==> src/rtl/csrc_pkg.sv <==
package csrc_pkg;

  // Action codes carried in the request beat.
  localparam logic [1:0] ACT_GET      = 2'd0;
  localparam logic [1:0] ACT_PUT      = 2'd1;
  localparam logic [1:0] ACT_CONTAINS = 2'd2;
  localparam logic [1:0] ACT_SWEEP    = 2'd3;

  // Capacity register width and its value after reset.
  localparam int unsigned CAP_W = 5;
  localparam logic [CAP_W-1:0] ACTIVE_FRAMES_RESET = 5'd16;

  // Request beat.
  typedef struct packed {
    logic [1:0]  action;
    logic [31:0] key;
  } req_t;

  // Response beat.
  typedef struct packed {
    logic        hit;
    logic [31:0] value;
    logic [3:0]  slot;
    logic        evicted;
    logic [31:0] evicted_key;
    logic [4:0]  occupancy;
  } rsp_t;

endpackage

==> src/rtl/csrc_ram.sv <==
module csrc_ram #(
  parameter int unsigned WIDTH = 32,
  parameter int unsigned DEPTH = 16,
  parameter int unsigned AW    = (DEPTH > 1) ? $clog2(DEPTH) : 1
) (
  input  logic             clk,
  input  logic             wr_en,
  input  logic [AW-1:0]    wr_addr,
  input  logic [WIDTH-1:0] wr_data,
  input  logic [AW-1:0]    rd_addr,
  output logic [WIDTH-1:0] rd_data
);

  logic [WIDTH-1:0] mem [DEPTH];

  // Read-first: a read of the address being written returns the old word.
  always_ff @(posedge clk) begin
    rd_data <= mem[rd_addr];
    if (wr_en) begin
      mem[wr_addr] <= wr_data;
    end
  end

endmodule

==> src/rtl/clock_sweep_replacement_cache.sv <==
// Channel  | Direction | Handshake                  | Beat
// ---------+-----------+----------------------------+------------------------------
// req      | in        | req_valid / req_stall      | csrc_pkg::req_t (action, key)
// rsp      | out       | rsp_valid / rsp_stall      | csrc_pkg::rsp_t (six fields)
// cfg      | in        | cfg_valid / cfg_ready      | active_frames, 5 bits
//
// One request is worked on at a time; n is the clamped capacity. A sweep clears every
// referenced bit; a get or contains reads the key memory one frame a cycle over up to n
// frames and compares each word once it has been read. A put that misses then walks the
// frames from the hand, fills the chosen frame and picks up the evicted key.
// A stalled response beat holds the next result back; a capacity write beats a request.
// Reset (rst, synchronous) empties the store and sets the capacity to 16.
module clock_sweep_replacement_cache #(
  parameter int unsigned FRAMES = 16
) (
  input  logic                          clk,
  input  logic                          rst,
  input  logic                          req_valid,
  output logic                          req_stall,
  input  csrc_pkg::req_t                req,
  output logic                          rsp_valid,
  input  logic                          rsp_stall,
  output csrc_pkg::rsp_t                rsp,
  input  logic                          cfg_valid,
  output logic                          cfg_ready,
  input  logic [csrc_pkg::CAP_W-1:0]    cfg_data
);

  localparam int unsigned IW = (FRAMES > 1) ? $clog2(FRAMES) : 1;
  localparam int unsigned NW = $clog2(FRAMES + 1);

  typedef enum logic [5:0] {
    S_IDLE = 6'b000001,
    S_LOOK = 6'b000010,
    S_WALK = 6'b000100,
    S_FILL = 6'b001000,
    S_EVK  = 6'b010000,
    S_DONE = 6'b100000
  } state_t;

  state_t                      state;
  logic [csrc_pkg::CAP_W-1:0]  active_frames;
  logic [FRAMES-1:0]           frame_valid;
  logic [FRAMES-1:0]           frame_referenced;
  logic [IW-1:0]               hand;
  logic [NW-1:0]               valid_count;
  logic [1:0]                  act;
  logic [31:0]                 key;
  logic [NW-1:0]               scan_idx;
  logic                        pend;
  logic [IW-1:0]               pend_idx;
  logic [IW-1:0]               walk_idx;
  logic [IW-1:0]               target;
  csrc_pkg::rsp_t              res;

  logic [NW-1:0]               cap;
  logic                        full;
  logic                        ram_we;
  logic [IW-1:0]               ram_rd_addr;
  logic [31:0]                 ram_rd_data;
  logic [IW-1:0]               walk_inc;
  logic [IW-1:0]               target_inc;
  logic [31:0]                 target_ext;
  logic [31:0]                 pend_ext;
  logic [31:0]                 count_ext;
  logic                        rsp_load;
  csrc_pkg::rsp_t              rsp_next;

  // Capacity clamped into 1 .. FRAMES.
  always_comb begin
    if (active_frames == '0) begin
      cap = NW'(1);
    end else if (32'(active_frames) > FRAMES) begin
      cap = NW'(FRAMES);
    end else begin
      cap = NW'(active_frames);
    end
  end

  assign full = (valid_count >= cap);

  // Frame index plus one, wrapping at the capacity.
  assign walk_inc   = (NW'(walk_idx) + NW'(1) == cap) ? '0 : IW'(NW'(walk_idx) + NW'(1));
  assign target_inc = (NW'(target) + NW'(1) == cap) ? '0 : IW'(NW'(target) + NW'(1));

  assign target_ext = 32'(target);
  assign pend_ext   = 32'(pend_idx);
  assign count_ext  = 32'(valid_count);

  // Key memory: scanned during lookup, otherwise addressed at the target frame.
  assign ram_we      = (state == S_FILL);
  assign ram_rd_addr = (state == S_LOOK) ? scan_idx[IW-1:0] : target;

  csrc_ram #(
    .WIDTH (32),
    .DEPTH (FRAMES)
  ) u_key_ram (
    .clk     (clk),
    .wr_en   (ram_we),
    .wr_addr (target),
    .wr_data (key),
    .rd_addr (ram_rd_addr),
    .rd_data (ram_rd_data)
  );

  // A pending capacity write holds the request channel back.
  assign req_stall = (state != S_IDLE) || cfg_valid;
  assign cfg_ready = (state == S_IDLE);

  // The response register is loaded once it is empty or being emptied.
  assign rsp_load = (state == S_DONE) && (!rsp_valid || !rsp_stall);

  // Control sequencer and store state.
  always_ff @(posedge clk) begin
    if (rst) begin
      state            <= S_IDLE;
      active_frames    <= csrc_pkg::ACTIVE_FRAMES_RESET;
      frame_valid      <= '0;
      frame_referenced <= '0;
      hand             <= '0;
      valid_count      <= '0;
      pend             <= 1'b0;
    end else begin
      case (state)
        S_IDLE: begin
          if (cfg_valid) begin
            // A capacity write empties the store.
            active_frames    <= cfg_data;
            frame_valid      <= '0;
            frame_referenced <= '0;
            hand             <= '0;
            valid_count      <= '0;
          end else if (req_valid) begin
            act      <= req.action;
            key      <= req.key;
            res      <= '0;
            scan_idx <= '0;
            pend     <= 1'b0;
            if (NW'(hand) >= cap) begin
              hand <= '0;
            end
            if (req.action == csrc_pkg::ACT_SWEEP) begin
              frame_referenced <= '0;
              state            <= S_DONE;
            end else begin
              state <= S_LOOK;
            end
          end
        end
        S_LOOK: begin
          // Issue one read a cycle and compare the word from the previous read.
          if (scan_idx < cap) begin
            scan_idx <= scan_idx + NW'(1);
            pend     <= 1'b1;
            pend_idx <= scan_idx[IW-1:0];
          end else begin
            pend <= 1'b0;
          end
          if (pend && frame_valid[pend_idx] && (ram_rd_data == key)) begin
            res.hit  <= 1'b1;
            res.slot <= pend_ext[3:0];
            if (act == csrc_pkg::ACT_GET) begin
              res.value <= key;
            end
            if (act != csrc_pkg::ACT_CONTAINS) begin
              frame_referenced[pend_idx] <= 1'b1;
            end
            state <= S_DONE;
          end else if (!pend && (scan_idx >= cap)) begin
            if (act == csrc_pkg::ACT_PUT) begin
              walk_idx <= hand;
              state    <= S_WALK;
            end else begin
              state <= S_DONE;
            end
          end
        end
        S_WALK: begin
          // Empty frame from the hand onward, or second-chance walk when full.
          if (!full) begin
            if (!frame_valid[walk_idx]) begin
              target <= walk_idx;
              state  <= S_FILL;
            end else begin
              walk_idx <= walk_inc;
            end
          end else if (!frame_referenced[walk_idx]) begin
            target      <= walk_idx;
            res.evicted <= 1'b1;
            state       <= S_FILL;
          end else begin
            frame_referenced[walk_idx] <= 1'b0;
            walk_idx                   <= walk_inc;
          end
        end
        S_FILL: begin
          // The memory writes the new key and returns the old one next cycle.
          frame_valid[target]      <= 1'b1;
          frame_referenced[target] <= 1'b1;
          hand                     <= target_inc;
          res.slot                 <= target_ext[3:0];
          if (!res.evicted) begin
            valid_count <= valid_count + NW'(1);
          end
          state <= S_EVK;
        end
        S_EVK: begin
          if (res.evicted) begin
            res.evicted_key <= ram_rd_data;
          end
          state <= S_DONE;
        end
        S_DONE: begin
          // Hand the result over once the response register is free.
          if (rsp_load) begin
            state <= S_IDLE;
          end
        end
        default: begin
          state <= S_IDLE;
        end
      endcase
    end
  end

  // Response valid: set on a load, cleared when the beat is taken.
  always_ff @(posedge clk) begin
    if (rst) begin
      rsp_valid <= 1'b0;
    end else if (rsp_load) begin
      rsp_valid <= 1'b1;
    end else if (!rsp_stall) begin
      rsp_valid <= 1'b0;
    end
  end

  // Response payload with the occupancy after the action.
  always_comb begin
    rsp_next           = res;
    rsp_next.occupancy = count_ext[4:0];
  end

  // Response payload, loaded together with rsp_valid.
  always_ff @(posedge clk) begin
    if (rsp_load) begin
      rsp <= rsp_next;
    end
  end

endmodule

==> config.mk <==
export PLATFORM = sky130hd
export DESIGN_NAME = clock_sweep_replacement_cache
export DESIGN_NICKNAME = d
export VERILOG_FILES = /design/src/rtl/csrc_pkg.sv /design/src/rtl/csrc_ram.sv /design/src/rtl/clock_sweep_replacement_cache.sv
export SDC_FILE = /design/constraint.sdc
export NUM_CORES = 1
export LEC_CHECK = 0
export ABC_CLOCK_PERIOD_IN_PS = 5500
export BUFFER_PORTS_ARGS = -buffer_cell sky130_fd_sc_hd__buf_4
export CORE_UTILIZATION = 35
export CTS_CLUSTER_SIZE = 16
export DETAILED_ROUTE_END_ITERATION = 12
export PLACE_DENSITY = 0.59
export REMOVE_ABC_BUFFERS = 1
export SKIP_LAST_GASP = 1
export SYNTH_ARGS = -nofsm -noshare
export SYNTH_HDL_FRONTEND = slang
export SYNTH_SLANG_ARGS = --single-unit
==> constraint.sdc <==
create_clock -name clk -period 5.5 [get_ports clk]
set_input_delay 1.1 -clock clk [delete_from_list [all_inputs] [get_ports clk]]
set_output_delay 1.1 -clock clk [all_outputs]
set_load 0.02 [all_outputs]
==> results.txt <==
----------------------------------------------------
[Yosys]
  Cell area after synthesis ... 32020 sq um
  Share of cell area taken by muxes after synthesis ... 3.067%
  Per-instance average area after synthesis ... 15.15 sq um
  Simple-gate share of the synthesized area ... approximately 6.9%
  Predominant post-synthesis flop cell ... sky130_fd_sc_hd__edfxtp_1
  Post-synthesis share of cell area spent on full adders, half adders and majority gates ... 0.9378%
  Largest family of logic cells by synthesized area ... compound AO/OA/AOI/OAI gates
  Cells after synthesis ... 2113
  Xor/xnor share of the synthesized area ... 1.340%
  Sequential fraction of the synthesis area ... 71.77%
  Post-synthesis async set-or-reset flop share ... 0%
  Synthesized-area fraction occupied by ao, oa, aoi and oai cells ... about 13%
  Number of enable flip-flop cells after synthesis ... around 710
  Count of different cell masters after synthesis ... 64
  Number of synthesized register bits ... just under 800
  Count of yosys warnings during synthesis ... 0

[CTS]
  Maximum buffer depth of the clock tree ... 3
  Number of clock buffers inserted by TritonCTS ... 84
  Worst skew pair latency ... about 640 ps
  Clock Tree Root ... sky130_fd_sc_hd__clkbuf_16
  Resized cells post-CTS ... 0
  Clock-pin transition on the worst setup and hold timing paths ... ~60 ps
  Number of H-tree levels ... 3
  Clock net sink count ... between 700 and 800
  CTS tree ... yes
  Hold buffers post-CTS ... 0
  Total setup buffers inserted after CTS ... 0

[Pwr]
  Switching power as a share of total power ... 20.90%
  Relative contribution of combinational cells to total power ... around 2.7%
  Internal power summed over all cells ... approximately 10 mW
  Proportion of power drawn by the clock network ... 45.8%
  Reg power frac ... between 50% and 60%
  Maximum vdd drop ... about 180 uV
  P_leak ... ~13 nW
  Total power draw ... 12.96 mW
  NetSw ... 2.709 mW
  Power per cell area ... 348.0 nW/um^2

[Die]
  Placement Rows ... 110
  Io pins ... between 100 and 150
  Area of the core ... ~90000 sq um
  Vertical extent of the die ... approximately 300 um
  Effective utilization at floorplan ... a little over a third
  Die boundary width ... slightly above 300 um
  Die area ... between 90000 and 100000 sq um

[Global route]
  Remaining global-route overflow ... 0
  Overall routing resource usage ... a little under a fifth
  Antenna violations before repair ... 2
  Via count of the first global-routing pass ... about 20000
  Wire length of the first global-routing pass ... approximately 130 mm
  Maximum number of pins on one net before global-route repair ... between 200 and 300

[Setup path]
  Critical path capture point type ... flop
  Cells along the critical path ... xor2_1 -> nor4_1 -> nand4_1 -> nor4_4 -> o21ai_0 -> a21oi_4 -> buf_12
  Slowest Stage Delay on Critical Path ... about 710 ps
  Cells on worst reg2reg path ... 7
  Required @ worst endpoint ... between 5000 and 6000 ps
  Critical Path Source Type ... flop
  Cell at the slowest stage of the critical path ... sky130_fd_sc_hd__a21oi_4
  Reg-to-reg endpoint ... res[60]$_SDFFCE_PP0P_
  Largest fanout of any net on the critical path ... 18
  Arrival @ worst endpoint ... ~4400 ps
  Register-to-register setup slack ... approximately 1400 ps
  CP Class ... flop to flop
  Reg-to-Reg Start ... key[18]$_DFFE_PP_

[Timing]
  Final number of hold-violating endpoints ... 0
  Skew final ... between 20 and 30 ps
  Accumulated negative setup slack ... 0 ps
  Upper clock frequency limit ... ~240 MHz
  Final Critical Period ... a little over 4000 ps
  Final setup violation count ... 0
  Worst Max-Slew Pin Slew ... 1338 ps
  Relative slew slack ... 10.71%
  Final worst hold slack ... roughly 420 ps
  Final Cycle Share ... roughly three quarters
  Max-slew violations ... 0
  RSZ-0062 raised after global routing ... false

[Routing]
  Met3 wire len ... between 6 and 7 mm
  Highest Signal Layer ... met4
  Number of vias per cell ... approximately 5.7
  Drt total wl ... around 89 mm
  Via total after detailed routing ... 19596
  Drt first-iter violations ... 1713
  Final routed DRC violation total ... 0
  Wire length on met2 ... approximately 42 mm
  ANT nets after route ... 0
  Average wire per standard cell ... about 26 um
  Routed metal-1 wire length ... between 30 and 40 mm
  DR pass1 iterations ... 6

[Placed design]
  Detailed Place HPWL ... slightly below 50 mm
  Final estimated routing congestion in global placement ... 0.8111
  PortBufs ... approximately 120

[Worst hold path]
  Number of cells on the worst hold path ... 0
  Hold WC Path Type ... flop to flop
  Worst Hold End ... rsp[60]$_DFFE_PP_
  Worst Min Path Start ... res[60]$_SDFFCE_PP0P_

[Status]
  Run status ... finished, final reports clean

[Layout]
  Area added between synthesis and finish ... 16.32%
  Antenna diode count ... 0
  Net count of the finished layout ... ~2300
  Share of layout cells above drive strength 1 ... between 10% and 20%
  Utilization after layout ... 41.25%

[Run]
  Number of max-cap violations ... 0

----------------------------------------------------
## metal layers
metal | GRT usage, % | vias up
met2 | 30.72 | 742
met3 | 3.310 | 155
li1 | - | 8651
met4 | 7.681 | 0
met1 | 24.72 | 10048
met5 | 0 | -
## registers in the layout, indices dropped and copies added, names as in the netlist, 2 cells and up
register,flops
target,4
valid_count,5
active_frames,5
act,2
res,70
hand,4
frame_valid,16
scan_idx,5
frame_referenced,16
walk_idx,4
rsp,75
key,32
pend_idx,4
u_key_ram.mem,512
state,6
u_key_ram.rd_data,32
## critical path, delay by kind of cell (launching register included)
| family | cells | cell delay [ps] |
|---|---|---|
| AND/OR/NAND/NOR | 3 | 1620 |
| AO/OA/AOI/OAI | 2 | 990 |
| flip-flops | 1 | 630 |
| XOR/XNOR | 1 | 280 |
| buffers and inverters | 1 | 260 |
## cell families after synthesis
kind of cell               after synthesis
DFF                                    794
adders and majority gates               24
muxes                                   84
and+or+nand+nor                        400
AOI/OAI and AO/OA                      572
xor gates and xnor gates                49
buffers and inverters                  190
## worst max path at each step
stage	start	to	cells after the start
floorplan	state[5]$_SDFFE_PP0P_	u_key_ram.rd_data[0]$_DFF_P_	6
global placement	key[18]$_DFFE_PP_	res[64]$_SDFFCE_PP0P_	7
detailed placement	key[18]$_DFFE_PP_	res[73]$_SDFFCE_PP0P_	7
CTS	key[18]$_DFFE_PP_	res[73]$_SDFFCE_PP0P_	7
global route	key[15]$_DFFE_PP_	res[73]$_SDFFCE_PP0P_	7
finish	key[18]$_DFFE_PP_	res[60]$_SDFFCE_PP0P_	7
## through the flow
stage	cell area, sq um	cells	setup slack (ps)
final	37250	3450	1398
after global routing	37250	3450	1228
after CTS	37250	3450	1304
after detailed placement	34330	3293	1325
after global placement	34330	3293	1303
after floorplan	31310	1948	-5097
## final cells by class
cell class                      count  area (sq um)
Fill cell                        8118         53040
Sequential cell                   794         22980
Multi-Input combinational cell   1129          8434
Clock buffer                      107          2323
Tap cell                         1176          1471
Timing Repair Buffer              169          1344
Clock inverter                     50         598.1
Inverter                           25         93.84
## power by group through the flow
stage / combinational, mW / clock [mW] / sequential [mW]
2_1_floorplan: 0.179 / 0 / 6.78
3_3_place_gp: 0.341 / 0 / 6.80
3_5_place_dp: 0.347 / 0 / 6.81
4_1_cts: 0.348 / 6.05 / 6.68
5_1_grt: 0.372 / 6.26 / 6.68
6_report: 0.346 / 5.94 / 6.68
## Yosys cell counts, types with 4 or more instances
library cell	count	area, sq um
sky130_fd_sc_hd__mux2i_1	72	720.7
sky130_fd_sc_hd__buf_1	6	22.52
sky130_fd_sc_hd__buf_4	4	30.03
sky130_fd_sc_hd__a221oi_1	4	35.03
sky130_fd_sc_hd__xor2_1	38	332.8
sky130_fd_sc_hd__a211o_1	32	280.3
sky130_fd_sc_hd__nor2b_1	7	43.79
sky130_fd_sc_hd__a311o_1	32	320.3
sky130_fd_sc_hd__a21boi_1	20	150.1
sky130_fd_sc_hd__ha_1	24	300.3
sky130_fd_sc_hd__a31oi_1	19	118.9
sky130_fd_sc_hd__nor4_1	8	50.05
sky130_fd_sc_hd__xnor2_1	11	96.34
sky130_fd_sc_hd__a21o_1	8	60.06
sky130_fd_sc_hd__nand2_1	45	168.9
sky130_fd_sc_hd__clkbuf_1	106	397.9
sky130_fd_sc_hd__nand2b_1	9	56.30
sky130_fd_sc_hd__nand4_1	5	31.28
sky130_fd_sc_hd__nand3_1	30	150.1
sky130_fd_sc_hd__dfxtp_1	86	1722
sky130_fd_sc_hd__and2_1	34	212.7
sky130_fd_sc_hd__inv_1	24	90.09
sky130_fd_sc_hd__a211oi_1	229	1719
sky130_fd_sc_hd__mux4_2	11	247.7
sky130_fd_sc_hd__o211ai_1	8	60.06
sky130_fd_sc_hd__a32o_1	32	320.3
sky130_fd_sc_hd__buf_2	46	230.2
sky130_fd_sc_hd__o221a_2	10	112.6
sky130_fd_sc_hd__nor2_1	66	247.7
sky130_fd_sc_hd__edfxtp_1	708	21260
sky130_fd_sc_hd__and3_1	168	1051
sky130_fd_sc_hd__o22ai_1	34	212.7
sky130_fd_sc_hd__a21oi_1	61	305.3
sky130_fd_sc_hd__nor3_1	11	55.05
sky130_fd_sc_hd__o21ai_0	18	90.09
sky130_fd_sc_hd__a21boi_0	45	337.8
## cells in the final DEF, fill, tap and decap left out, types with 14 or more instances in the layout
| cell | count |
|---|---|
| sky130_fd_sc_hd__clkbuf_1 | 14 |
| sky130_fd_sc_hd__xor2_1 | 38 |
| sky130_fd_sc_hd__clkbuf_16 | 88 |
| sky130_fd_sc_hd__and3_1 | 168 |
| sky130_fd_sc_hd__clkinv_2 | 15 |
| sky130_fd_sc_hd__a21oi_1 | 58 |
| sky130_fd_sc_hd__buf_4 | 163 |
| sky130_fd_sc_hd__and2_1 | 34 |
| sky130_fd_sc_hd__a311o_1 | 32 |
| sky130_fd_sc_hd__a21boi_0 | 45 |
| sky130_fd_sc_hd__a211o_1 | 32 |
| sky130_fd_sc_hd__o22ai_1 | 34 |
| sky130_fd_sc_hd__inv_1 | 24 |
| sky130_fd_sc_hd__a211oi_1 | 229 |
| sky130_fd_sc_hd__nand2_1 | 44 |
| sky130_fd_sc_hd__a32o_1 | 32 |
| sky130_fd_sc_hd__edfxtp_1 | 708 |
| sky130_fd_sc_hd__nor2_1 | 56 |
| sky130_fd_sc_hd__mux2i_1 | 72 |
| sky130_fd_sc_hd__a21boi_1 | 20 |
| sky130_fd_sc_hd__nand3_1 | 29 |
| sky130_fd_sc_hd__a31oi_1 | 19 |
| sky130_fd_sc_hd__o21ai_0 | 18 |
| sky130_fd_sc_hd__dfxtp_1 | 86 |
| sky130_fd_sc_hd__ha_1 | 24 |
Power figures use the tool's default switching activity.
